===== config.mk =====
export PLATFORM = sky130hd
export DESIGN_NAME = led_pattern_pacer_with_debounce
export DESIGN_NICKNAME = d
export VERILOG_FILES = /design/src/rtl/core/lpp_pkg.sv /design/src/rtl/core/lpp_debounce.sv /design/src/rtl/core/lpp_pacer.sv /design/src/rtl/core/led_pattern_pacer_with_debounce.sv
export SDC_FILE = /design/constraint.sdc
export NUM_CORES = 1
export LEC_CHECK = 0
export BUFFER_PORTS_ARGS = -buffer_cell sky130_fd_sc_hd__buf_2
export CAP_MARGIN = 20
export CORE_MARGIN = 2
export CORE_UTILIZATION = 55
export CTS_BUF_LIST = sky130_fd_sc_hd__clkbuf_8
export DETAILED_ROUTE_END_ITERATION = 12
export MAX_ROUTING_LAYER = met4
export PLACE_DENSITY = 0.72
export SLEW_MARGIN = 40
export SYNTH_ARGS = -nofsm -noshare
export SYNTH_HDL_FRONTEND = slang
export SYNTH_HIERARCHICAL = 1
export SYNTH_SLANG_ARGS = --single-unit

===== constraint.sdc =====
create_clock -name clk -period 6.2 [get_ports clk]
set_input_delay 0 -clock clk [delete_from_list [all_inputs] [get_ports clk]]
set_output_delay 0 -clock clk [all_outputs]
set_load 0.05 [all_outputs]

===== src/rtl/core/lpp_pkg.sv =====
`default_nettype none

package lpp_pkg;

    // widths fixed by the item fields and registers
    localparam int OP_W      = 2;
    localparam int CHAN_W    = 3;
    localparam int PAT_W     = 8;
    localparam int LEVEL_W   = 3;
    localparam int DRIVE_W   = 5;
    localparam int TICK_W    = 16;
    localparam int CFG_IDX_W = 2;

    // fixed channel roles and patterns
    localparam int          BEEP_CHANNEL  = 0;
    localparam int          ERROR_CHANNEL = 1;
    localparam int          BUTTON_LINES  = 2;
    localparam logic [7:0]  ERROR_PATTERN = 8'h55;
    localparam logic [7:0]  BEEP_PATTERN  = 8'h01;

    // register reset values
    localparam logic [TICK_W-1:0] BUTTON_TICKS_RST = 16'd50;
    localparam logic [TICK_W-1:0] SENSOR_TICKS_RST = 16'd1000;
    localparam logic [TICK_W-1:0] PERIOD_TICKS_RST = 16'd200;

    typedef enum logic [OP_W-1:0] {
        OP_TICK    = 2'd0,
        OP_EVENT   = 2'd1,
        OP_LOAD    = 2'd2,
        OP_CAPTURE = 2'd3
    } op_t;

    typedef enum logic [CFG_IDX_W-1:0] {
        CFG_BUTTON_TICKS = 2'd0,
        CFG_SENSOR_TICKS = 2'd1,
        CFG_PERIOD_TICKS = 2'd2,
        CFG_UNUSED       = 2'd3
    } cfg_idx_t;

    typedef struct packed {
        op_t                operation;
        logic [CHAN_W-1:0]  channel;
        logic [PAT_W-1:0]   pattern;
        logic               repeat_req;
        logic [LEVEL_W-1:0] line_levels;
    } item_t;

endpackage

`default_nettype wire


===== src/rtl/core/lpp_debounce.sv =====
`default_nettype none

module lpp_debounce #(
    parameter int INPUT_LINES = 3
) (
    input  wire                             clk,
    input  wire                             rst_n,
    input  wire                             commit,
    input  wire lpp_pkg::item_t             item,
    input  wire [lpp_pkg::TICK_W-1:0]       button_ticks,
    input  wire [lpp_pkg::TICK_W-1:0]       sensor_ticks,
    output logic [INPUT_LINES-1:0]          stable_next,
    output logic [INPUT_LINES-1:0]          changed,
    output logic                            beep
);

    for (genvar i = 0; i < INPUT_LINES; i++) begin : g_line
        logic [lpp_pkg::TICK_W-1:0] cnt_reg;
        logic [lpp_pkg::TICK_W-1:0] cnt_next;
        logic [lpp_pkg::TICK_W-1:0] cnt_dec;
        logic [lpp_pkg::TICK_W-1:0] delay;
        logic                       armed_reg;
        logic                       armed_next;
        logic                       stable_reg;
        logic                       stable_nx;
        logic                       level;
        logic                       hit;
        logic                       chg;

        // raw level, lines past the level field read low
        if (i < lpp_pkg::LEVEL_W) begin : g_lv
            assign level = item.line_levels[i];
        end else begin : g_nolv
            assign level = 1'b0;
        end

        assign delay   = (i < lpp_pkg::BUTTON_LINES) ? button_ticks : sensor_ticks;
        assign hit     = (32'(item.channel) == i);
        assign cnt_dec = (cnt_reg != '0) ? cnt_reg - 1'b1 : '0;

        // per line next state
        always_comb
        begin
            cnt_next   = cnt_reg;
            armed_next = armed_reg;
            stable_nx  = stable_reg;
            chg        = 1'b0;
            case (item.operation)
                lpp_pkg::OP_TICK:
                begin
                    if (armed_reg)
                    begin
                        cnt_next = cnt_dec;
                        if (cnt_dec == '0)
                        begin
                            armed_next = 1'b0;
                            if (level != stable_reg)
                            begin
                                stable_nx = level;
                                chg       = 1'b1;
                            end
                        end
                    end
                end
                lpp_pkg::OP_EVENT:
                begin
                    if (hit)
                    begin
                        armed_next = 1'b1;
                        cnt_next   = delay;
                    end
                end
                lpp_pkg::OP_CAPTURE:
                begin
                    stable_nx = level;
                    chg       = (level != stable_reg);
                end
                default:
                begin
                    cnt_next = cnt_reg;
                end
            endcase
        end

        always_ff @(posedge clk or negedge rst_n)
        begin
            if (!rst_n)
            begin
                cnt_reg    <= '0;
                armed_reg  <= 1'b0;
                stable_reg <= 1'b0;
            end
            else if (commit)
            begin
                cnt_reg    <= cnt_next;
                armed_reg  <= armed_next;
                stable_reg <= stable_nx;
            end
        end

        assign stable_next[i] = stable_nx;
        assign changed[i]     = chg;
    end

    // a changed line on a tick loads a single beep
    assign beep = (item.operation == lpp_pkg::OP_TICK) && (changed != '0);

endmodule

`default_nettype wire


===== src/rtl/core/lpp_pacer.sv =====
`default_nettype none

module lpp_pacer #(
    parameter int OUTPUT_CHANNELS = 5,
    parameter int PATTERN_BITS    = 8
) (
    input  wire                             clk,
    input  wire                             rst_n,
    input  wire                             commit,
    input  wire lpp_pkg::item_t             item,
    input  wire                             beep,
    input  wire [lpp_pkg::TICK_W-1:0]       period_ticks,
    output logic [OUTPUT_CHANNELS-1:0]      level_next
);

    localparam int POS_W = $clog2(PATTERN_BITS);
    localparam logic [POS_W-1:0] LAST_POS = POS_W'(PATTERN_BITS - 1);

    for (genvar i = 0; i < OUTPUT_CHANNELS; i++) begin : g_chan
        logic [PATTERN_BITS-1:0]    pat_reg;
        logic [PATTERN_BITS-1:0]    pat_next;
        logic [PATTERN_BITS-1:0]    pat_eff;
        logic [POS_W-1:0]           pos_reg;
        logic [POS_W-1:0]           pos_next;
        logic [POS_W-1:0]           pos_eff;
        logic                       rep_reg;
        logic                       rep_next;
        logic                       rep_eff;
        logic [lpp_pkg::TICK_W-1:0] cnt_reg;
        logic [lpp_pkg::TICK_W-1:0] cnt_next;
        logic [lpp_pkg::TICK_W-1:0] cnt_dec;
        logic                       lvl_reg;
        logic                       lvl_next;
        logic                       beep_hit;
        logic                       load_hit;

        assign beep_hit = beep && (i == lpp_pkg::BEEP_CHANNEL);
        assign load_hit = (32'(item.channel) == i);

        // a beep from the debouncers lands before this tick's bit step
        assign pat_eff = beep_hit ? PATTERN_BITS'(lpp_pkg::BEEP_PATTERN) : pat_reg;
        assign pos_eff = beep_hit ? '0 : pos_reg;
        assign rep_eff = beep_hit ? 1'b0 : rep_reg;
        assign cnt_dec = (cnt_reg != '0) ? cnt_reg - 1'b1 : '0;

        // per channel next state
        always_comb
        begin
            pat_next = pat_reg;
            pos_next = pos_reg;
            rep_next = rep_reg;
            cnt_next = cnt_reg;
            lvl_next = lvl_reg;
            case (item.operation)
                lpp_pkg::OP_TICK:
                begin
                    pat_next = pat_eff;
                    pos_next = pos_eff;
                    rep_next = rep_eff;
                    cnt_next = cnt_dec;
                    if (cnt_dec == '0)
                    begin
                        cnt_next = period_ticks;
                        lvl_next = pat_eff[pos_eff];
                        if (pos_eff == LAST_POS)
                        begin
                            pos_next = '0;
                            if (!rep_eff)
                                pat_next = '0;
                        end
                        else
                        begin
                            pos_next = pos_eff + 1'b1;
                        end
                    end
                end
                lpp_pkg::OP_LOAD:
                begin
                    if (load_hit)
                    begin
                        pat_next = PATTERN_BITS'(item.pattern);
                        pos_next = '0;
                        rep_next = item.repeat_req;
                    end
                end
                default:
                begin
                    pat_next = pat_reg;
                end
            endcase
        end

        always_ff @(posedge clk or negedge rst_n)
        begin
            if (!rst_n)
            begin
                pat_reg <= (i == lpp_pkg::ERROR_CHANNEL) ?
                           PATTERN_BITS'(lpp_pkg::ERROR_PATTERN) : '0;
                rep_reg <= (i == lpp_pkg::ERROR_CHANNEL);
                pos_reg <= '0;
                cnt_reg <= '0;
                lvl_reg <= 1'b0;
            end
            else if (commit)
            begin
                pat_reg <= pat_next;
                pos_reg <= pos_next;
                rep_reg <= rep_next;
                cnt_reg <= cnt_next;
                lvl_reg <= lvl_next;
            end
        end

        assign level_next[i] = lvl_next;
    end

endmodule

`default_nettype wire


===== src/rtl/core/led_pattern_pacer_with_debounce.sv =====
`default_nettype none

// LED and beeper pattern pacer with input-line debounce.
// Input channel: in_valid / in_stall carry one item per beat (operation,
// channel, pattern, repeat_req, line_levels). Output channel: out_valid /
// out_stall carry exactly one result per item (drive_levels,
// debounced_levels, line_changed), in item order.
// Data path: an accepted item is registered in the input register, then its
// state update and result are computed combinationally and land in the
// result register once the result slot is free or being taken.
// Throughput: one item per cycle while out_stall is low, set by the single
// combinational pass from the input register to the result register; all
// timers are small parallel counters updated in that pass.
// Stall: while out_stall holds a waiting result, the input register keeps
// one more item and in_stall rises only once that register is also full.
// Configuration: cfg_we writes cfg_data into register cfg_index (0 button
// debounce ticks, 1 sensor debounce ticks, 2 bit period ticks); write only
// while the block is idle.
// Reset: rst_n clears the pipe, loads the register defaults, and starts the
// error LED on its repeating 0x55 pattern with every other channel dark.
module led_pattern_pacer_with_debounce #(
    parameter int OUTPUT_CHANNELS = 5,
    parameter int INPUT_LINES     = 3,
    parameter int PATTERN_BITS    = 8
) (
    input  wire                                 clk,
    input  wire                                 rst_n,
    input  wire                                 in_valid,
    output logic                                in_stall,
    input  wire [lpp_pkg::OP_W-1:0]             operation,
    input  wire [lpp_pkg::CHAN_W-1:0]           channel,
    input  wire [lpp_pkg::PAT_W-1:0]            pattern,
    input  wire                                 repeat_req,
    input  wire [lpp_pkg::LEVEL_W-1:0]          line_levels,
    output logic                                out_valid,
    input  wire                                 out_stall,
    output logic [lpp_pkg::DRIVE_W-1:0]         drive_levels,
    output logic [lpp_pkg::LEVEL_W-1:0]         debounced_levels,
    output logic [lpp_pkg::LEVEL_W-1:0]         line_changed,
    input  wire                                 cfg_we,
    input  wire [lpp_pkg::CFG_IDX_W-1:0]        cfg_index,
    input  wire [lpp_pkg::TICK_W-1:0]           cfg_data
);

    logic [lpp_pkg::TICK_W-1:0] button_ticks_reg;
    logic [lpp_pkg::TICK_W-1:0] sensor_ticks_reg;
    logic [lpp_pkg::TICK_W-1:0] period_ticks_reg;

    lpp_pkg::item_t             item_reg;
    logic                       item_valid_reg;
    logic                       item_valid_next;
    logic                       in_take;
    logic                       commit;

    logic                       out_valid_reg;
    logic                       out_valid_next;
    logic [lpp_pkg::DRIVE_W-1:0] drive_reg;
    logic [lpp_pkg::LEVEL_W-1:0] deb_reg;
    logic [lpp_pkg::LEVEL_W-1:0] chg_reg;

    logic [INPUT_LINES-1:0]     stable_next;
    logic [INPUT_LINES-1:0]     changed;
    logic                       beep;
    logic [OUTPUT_CHANNELS-1:0] level_next;
    logic [lpp_pkg::DRIVE_W-1:0] drive_next;
    logic [lpp_pkg::LEVEL_W-1:0] deb_next;
    logic [lpp_pkg::LEVEL_W-1:0] chg_next;

    // configuration registers
    always_ff @(posedge clk or negedge rst_n)
    begin
        if (!rst_n)
        begin
            button_ticks_reg <= lpp_pkg::BUTTON_TICKS_RST;
            sensor_ticks_reg <= lpp_pkg::SENSOR_TICKS_RST;
            period_ticks_reg <= lpp_pkg::PERIOD_TICKS_RST;
        end
        else if (cfg_we)
        begin
            case (lpp_pkg::cfg_idx_t'(cfg_index))
                lpp_pkg::CFG_BUTTON_TICKS: button_ticks_reg <= cfg_data;
                lpp_pkg::CFG_SENSOR_TICKS: sensor_ticks_reg <= cfg_data;
                lpp_pkg::CFG_PERIOD_TICKS: period_ticks_reg <= cfg_data;
                default:                   button_ticks_reg <= button_ticks_reg;
            endcase
        end
    end

    // handshake: item moves on when the result slot is free or being taken
    assign commit          = item_valid_reg && (!out_valid_reg || !out_stall);
    assign in_stall        = item_valid_reg && !commit;
    assign in_take         = in_valid && !in_stall;
    assign item_valid_next = in_take || (item_valid_reg && !commit);
    assign out_valid_next  = commit || (out_valid_reg && out_stall);

    always_ff @(posedge clk or negedge rst_n)
    begin
        if (!rst_n)
        begin
            item_valid_reg <= 1'b0;
            out_valid_reg  <= 1'b0;
        end
        else
        begin
            item_valid_reg <= item_valid_next;
            out_valid_reg  <= out_valid_next;
        end
    end

    // input register
    always_ff @(posedge clk)
    begin
        if (in_take)
        begin
            item_reg.operation   <= lpp_pkg::op_t'(operation);
            item_reg.channel     <= channel;
            item_reg.pattern     <= pattern;
            item_reg.repeat_req  <= repeat_req;
            item_reg.line_levels <= line_levels;
        end
    end

    lpp_debounce #(
        .INPUT_LINES (INPUT_LINES)
    ) u_debounce (
        .clk          (clk),
        .rst_n        (rst_n),
        .commit       (commit),
        .item         (item_reg),
        .button_ticks (button_ticks_reg),
        .sensor_ticks (sensor_ticks_reg),
        .stable_next  (stable_next),
        .changed      (changed),
        .beep         (beep)
    );

    lpp_pacer #(
        .OUTPUT_CHANNELS (OUTPUT_CHANNELS),
        .PATTERN_BITS    (PATTERN_BITS)
    ) u_pacer (
        .clk          (clk),
        .rst_n        (rst_n),
        .commit       (commit),
        .item         (item_reg),
        .beep         (beep),
        .period_ticks (period_ticks_reg),
        .level_next   (level_next)
    );

    // result fields show the lowest channels and lines only
    for (genvar i = 0; i < lpp_pkg::DRIVE_W; i++) begin : g_drive
        if (i < OUTPUT_CHANNELS) begin : g_on
            assign drive_next[i] = level_next[i];
        end else begin : g_off
            assign drive_next[i] = 1'b0;
        end
    end

    for (genvar i = 0; i < lpp_pkg::LEVEL_W; i++) begin : g_deb
        if (i < INPUT_LINES) begin : g_on
            assign deb_next[i] = stable_next[i];
            assign chg_next[i] = changed[i];
        end else begin : g_off
            assign deb_next[i] = 1'b0;
            assign chg_next[i] = 1'b0;
        end
    end

    // result register
    always_ff @(posedge clk)
    begin
        if (commit)
        begin
            drive_reg <= drive_next;
            deb_reg   <= deb_next;
            chg_reg   <= chg_next;
        end
    end

    assign out_valid        = out_valid_reg;
    assign drive_levels     = drive_reg;
    assign debounced_levels = deb_reg;
    assign line_changed     = chg_reg;

    // checks on the pipe and the update logic
    a_stall_needs_item: assert property (@(posedge clk) disable iff (!rst_n)
        !item_valid_reg |-> !in_stall)
        else $error("input stalled with an empty input register");

    a_commit_fills_out: assert property (@(posedge clk) disable iff (!rst_n)
        commit |=> out_valid)
        else $error("committed item gave no result");

    a_no_change_on_event: assert property (@(posedge clk) disable iff (!rst_n)
        commit && (item_reg.operation == lpp_pkg::OP_EVENT ||
                   item_reg.operation == lpp_pkg::OP_LOAD) |-> chg_next == '0)
        else $error("line change reported on an event or load");

    a_beep_on_tick_only: assert property (@(posedge clk) disable iff (!rst_n)
        beep |-> item_reg.operation == lpp_pkg::OP_TICK)
        else $error("beep raised outside a tick");

endmodule

`default_nettype wire


==> flow_summary.json <==
{
  "dp_slack_ns": 2.23,
  "vias": 13587,
  "synth-xor-area-share": 0.0128,
  "critical_path_buf_inv_count": 1,
  "startpoint_type": "flop",
  "drt_iter0_markers": 1366,
  "yosys.cell_types.count": 96,
  "fin_worst_skew_ns": 0.0367,
  "wl_per_cell_um": 19.8,
  "synth_top_area_share": 0.369,
  "placedCellCount": 2003,
  "synth_area_leaders": "dfrtp_1 (37%), edfxtp_1 (5.3%), mux2_2 (4.6%), o21ai_0 (3.8%), a21oi_1 (3.6%)",
  "row_count": 61,
  "grtUsageMet1": 0.411,
  "tightest_slew_ns": 0.860,
  "max_stage_delay_ns": 0.49,
  "vias_per_cell": 6.36,
  "grt_remaining_overflow": 0,
  "fp.dieH_um": 173,
  "antenna_found_initial": 0,
  "p_leak_nw": 7.11,
  "finalNetCount": 1780,
  "syn-cell-area_mm2": 0.0157,
  "syn_inst": 1648,
  "synth_fa_ha_area_frac": 0.0175,
  "crit_path_top_delay_cell": "nor3b_2",
  "dieArea_mm2": 0.0300,
  "use_met3": 0.0466,
  "crit_chain": "inv_1 -> ha_1 -> nor3b_2 -> and3_1 -> xnor2_1 -> a41o_1 -> a41o_1 -> a221oi_1 -> nor2_1 -> nor2b_1 -> ha_1 -> ha_1 -> nor4b_4 -> o22ai_1",
  "synth_top_cell_by_area": "dfrtp_1",
  "synthMuxAreaShare": 0.0707,
  "first_pass_iters": 5,
  "fill_cells": 2318,
  "ys.flop_type": "dfrtp_1",
  "finalNonFillerCells": 2136,
  "synth.avg_cell_area_um2": 9.54,
  "final_layout_size_suffix_gt1_frac": 0.162,
  "clockRootBuffer": "clkbuf_8",
  "layout_min_cycle_time_ns": 3.98,
  "slew_viol_final": 0,
  "crit_path_max_fanout": 8,
  "synth_top_family_by_area": "simple AND/OR/NAND/NOR gates",
  "yosysWarnings": 6,
  "min_path_cells": 2,
  "worst_slack_ns": 2.22,
  "synth_nets": 1710,
  "design_area_mm2": 0.0177,
  "cts_tree": "done",
  "hp-class": "in2reg",
  "place.detailed.hpwl_um": 27900,
  "largest_register_ffs": 80,
  "cts-htree-levels": 2,
  "maxCapViolCount": 0,
  "grt_busiest_layer": "met2",
  "irDropWorstVdd_mv": 0.227,
  "start_util": 0.563,
  "io_buffer_count": 52,
  "utilization": 0.633,
  "area_growth_pct": 12.4,
  "ys_seq_area_frac": 0.451,
  "grt_first_pass_wirelength_um": 68600,
  "fin_tns_setup_ns": 0,
  "grtUsageMet2": 0.428,
  "core-area_mm2": 0.0279,
  "cts.sinks": 277,
  "reg2reg_depth": 14,
  "status": "finished, final reports clean",
  "clk_latency_ns": 0.57,
  "max_clock_freq_mhz": 251,
  "synth_compound_area_frac": 0.201,
  "detail-route-antenna-nets": 0,
  "crit_family": "simple AND/OR/NAND/NOR gates",
  "path_class": "reg2reg",
  "grtUsageTotal": 0.290,
  "finalCritPeriodShare": 0.642,
  "grt_pass1_vias": 12834,
  "power-per-cell-area_mw_per_mm2": 364,
  "synth_edf_count": 28,
  "ios": 53,
  "die_w_um": 173,
  "rsz0062_at_grt": "false",
  "cts_resized": 0,
  "yosys.area_share.simple": 0.206,
  "wirelength_um": 42300,
  "max-slew-margin-rel": 0.422,
  "report.final.setup_viol": 0,
  "async_flop_share": 0.899,
  "cp.arrival_ns": 4.41,
  "cp.required_ns": 6.63,
  "gp_congestion": 0.931,
  "critPathMostFrequentCell": "ha_1",
  "synth-seq-cells": 277,
  "worstSetupEndpointType": "flop",
  "clock_path_buffers": 3,
  "post_cts_buffers": 0,
  "final_hold_viol_count": 0,
  "placed_area_mm2": 0.0162,
  "drc_errors": 0,
  "numCtsBuffers": 48,
  "path_depth": 14,
  "clk_pin_slew_ns": 0.06,
  "grt_max_degree": 141
}
## cells in the final DEF (no fill, tap or decap), types with 19 or more instances in the layout
cell and instances:
nor3_1 90, o2bb2ai_1 20, inv_1 80, nand2_1 119, nor2_1 114, nand3_1 29, a21oi_1 113, o21ai_1 56
dlygate4sd3_1 41, ha_1 21, dfrtp_1 232, nor4_1 35, nand4_1 22, buf_2 51, o21ai_0 120, edfxtp_1 28
or3_1 27, mux2_2 64, nor2b_1 19, a22oi_1 19, clkbuf_8 57
## timing repair
action,4_1_cts,5_1_grt
hold buffers,40,1
endpoints found under the setup margin,0,0
endpoints found under the hold margin,179,31
## stage by stage
stage	hold slack, ns	power, mW
global placement	0.105	4.65
finish	0.135	6.44
CTS	0.0921	6.43
detailed placement	0.116	4.70
global route	0.109	6.85
floorplan	-0.296	4.17
## cells by family (layout without fill, tap and decap cells)
kind of cell | Yosys count | count (layout)
and+or+nand+nor | 586 | 586
AOI/OAI and AO/OA | 498 | 498
DFF | 277 | 277
buffers and inverters | 152 | 261
muxes | 90 | 90
xor gates and xnor gates | 23 | 23
adders and majority gates | 22 | 22
other | 0 | 1
## path summary, 6_finish.rpt
| kind | from | to | slack, ns |
|---|---|---|---|
| max in group asynchronous | rst_n | u_debounce/g_line[0].cnt_reg[3]$_DFFE_PN0P_ | 4.66 |
| worst min register to register | u_pacer/g_chan[1].pat_eff[6]$_DFFE_PN1P_ | u_pacer/g_chan[1].pat_eff[6]$_DFFE_PN1P_ | 0.48 |
| worst min-delay path | pattern[0] | item_reg[4]$_DFFE_PP_ | 0.13 |
| worst max-delay path | u_debounce/g_line[0].cnt_reg[0]$_DFFE_PN0P_ | u_pacer/g_chan[0].pat_reg[3]$_DFFE_PN0P_ | 2.22 |
| worst max register to register | u_debounce/g_line[0].cnt_reg[0]$_DFFE_PN0P_ | u_pacer/g_chan[0].pat_reg[3]$_DFFE_PN0P_ | 2.22 |
| min in group asynchronous | rst_n | u_pacer/g_chan[1].cnt_reg[15]$_DFFE_PN0P_ | 0.45 |
## routing by layer
layer / up-vias / share of wire
met3: 84 / 0.068
li1: 6368 / -
met5: - / 0
met1: 6616 / 0.45
met4: 0 / 0.026
met2: 519 / 0.45
## Yosys cell counts (all sizes together), types with 23 or more instances
cell type and number:
nor2 118, nand3 29, inv 60, nor4 42, edfxtp 28, or3 27
nand2 120, clkbuf 70, a21oi 113, nand4 23, dfrtp 232, mux2 65
o21ai 179, nor3 94
## cell type report
type / instances / area (um2) / share of cell area
antenna: 1 / 2.50 / 0.000142
timing repair buffer: 112 / 876 / 0.0496
sequential: 277 / 7090 / 0.401
tap: 378 / 473 / 0.0268
clock inverter: 32 / 195 / 0.0110
multi-input combinational: 1219 / 8030 / 0.454
inverter: 60 / 225 / 0.0127
clock buffer: 57 / 785 / 0.0444
## power breakdown
group / switching (mW) / internal [mW] / total, mW
Sequential: 0.580 / 2.29 / 2.87
Combinational: 1.08 / 0.802 / 1.89
Clock: 0.756 / 0.923 / 1.68
(Power assumes the default switching activity.)
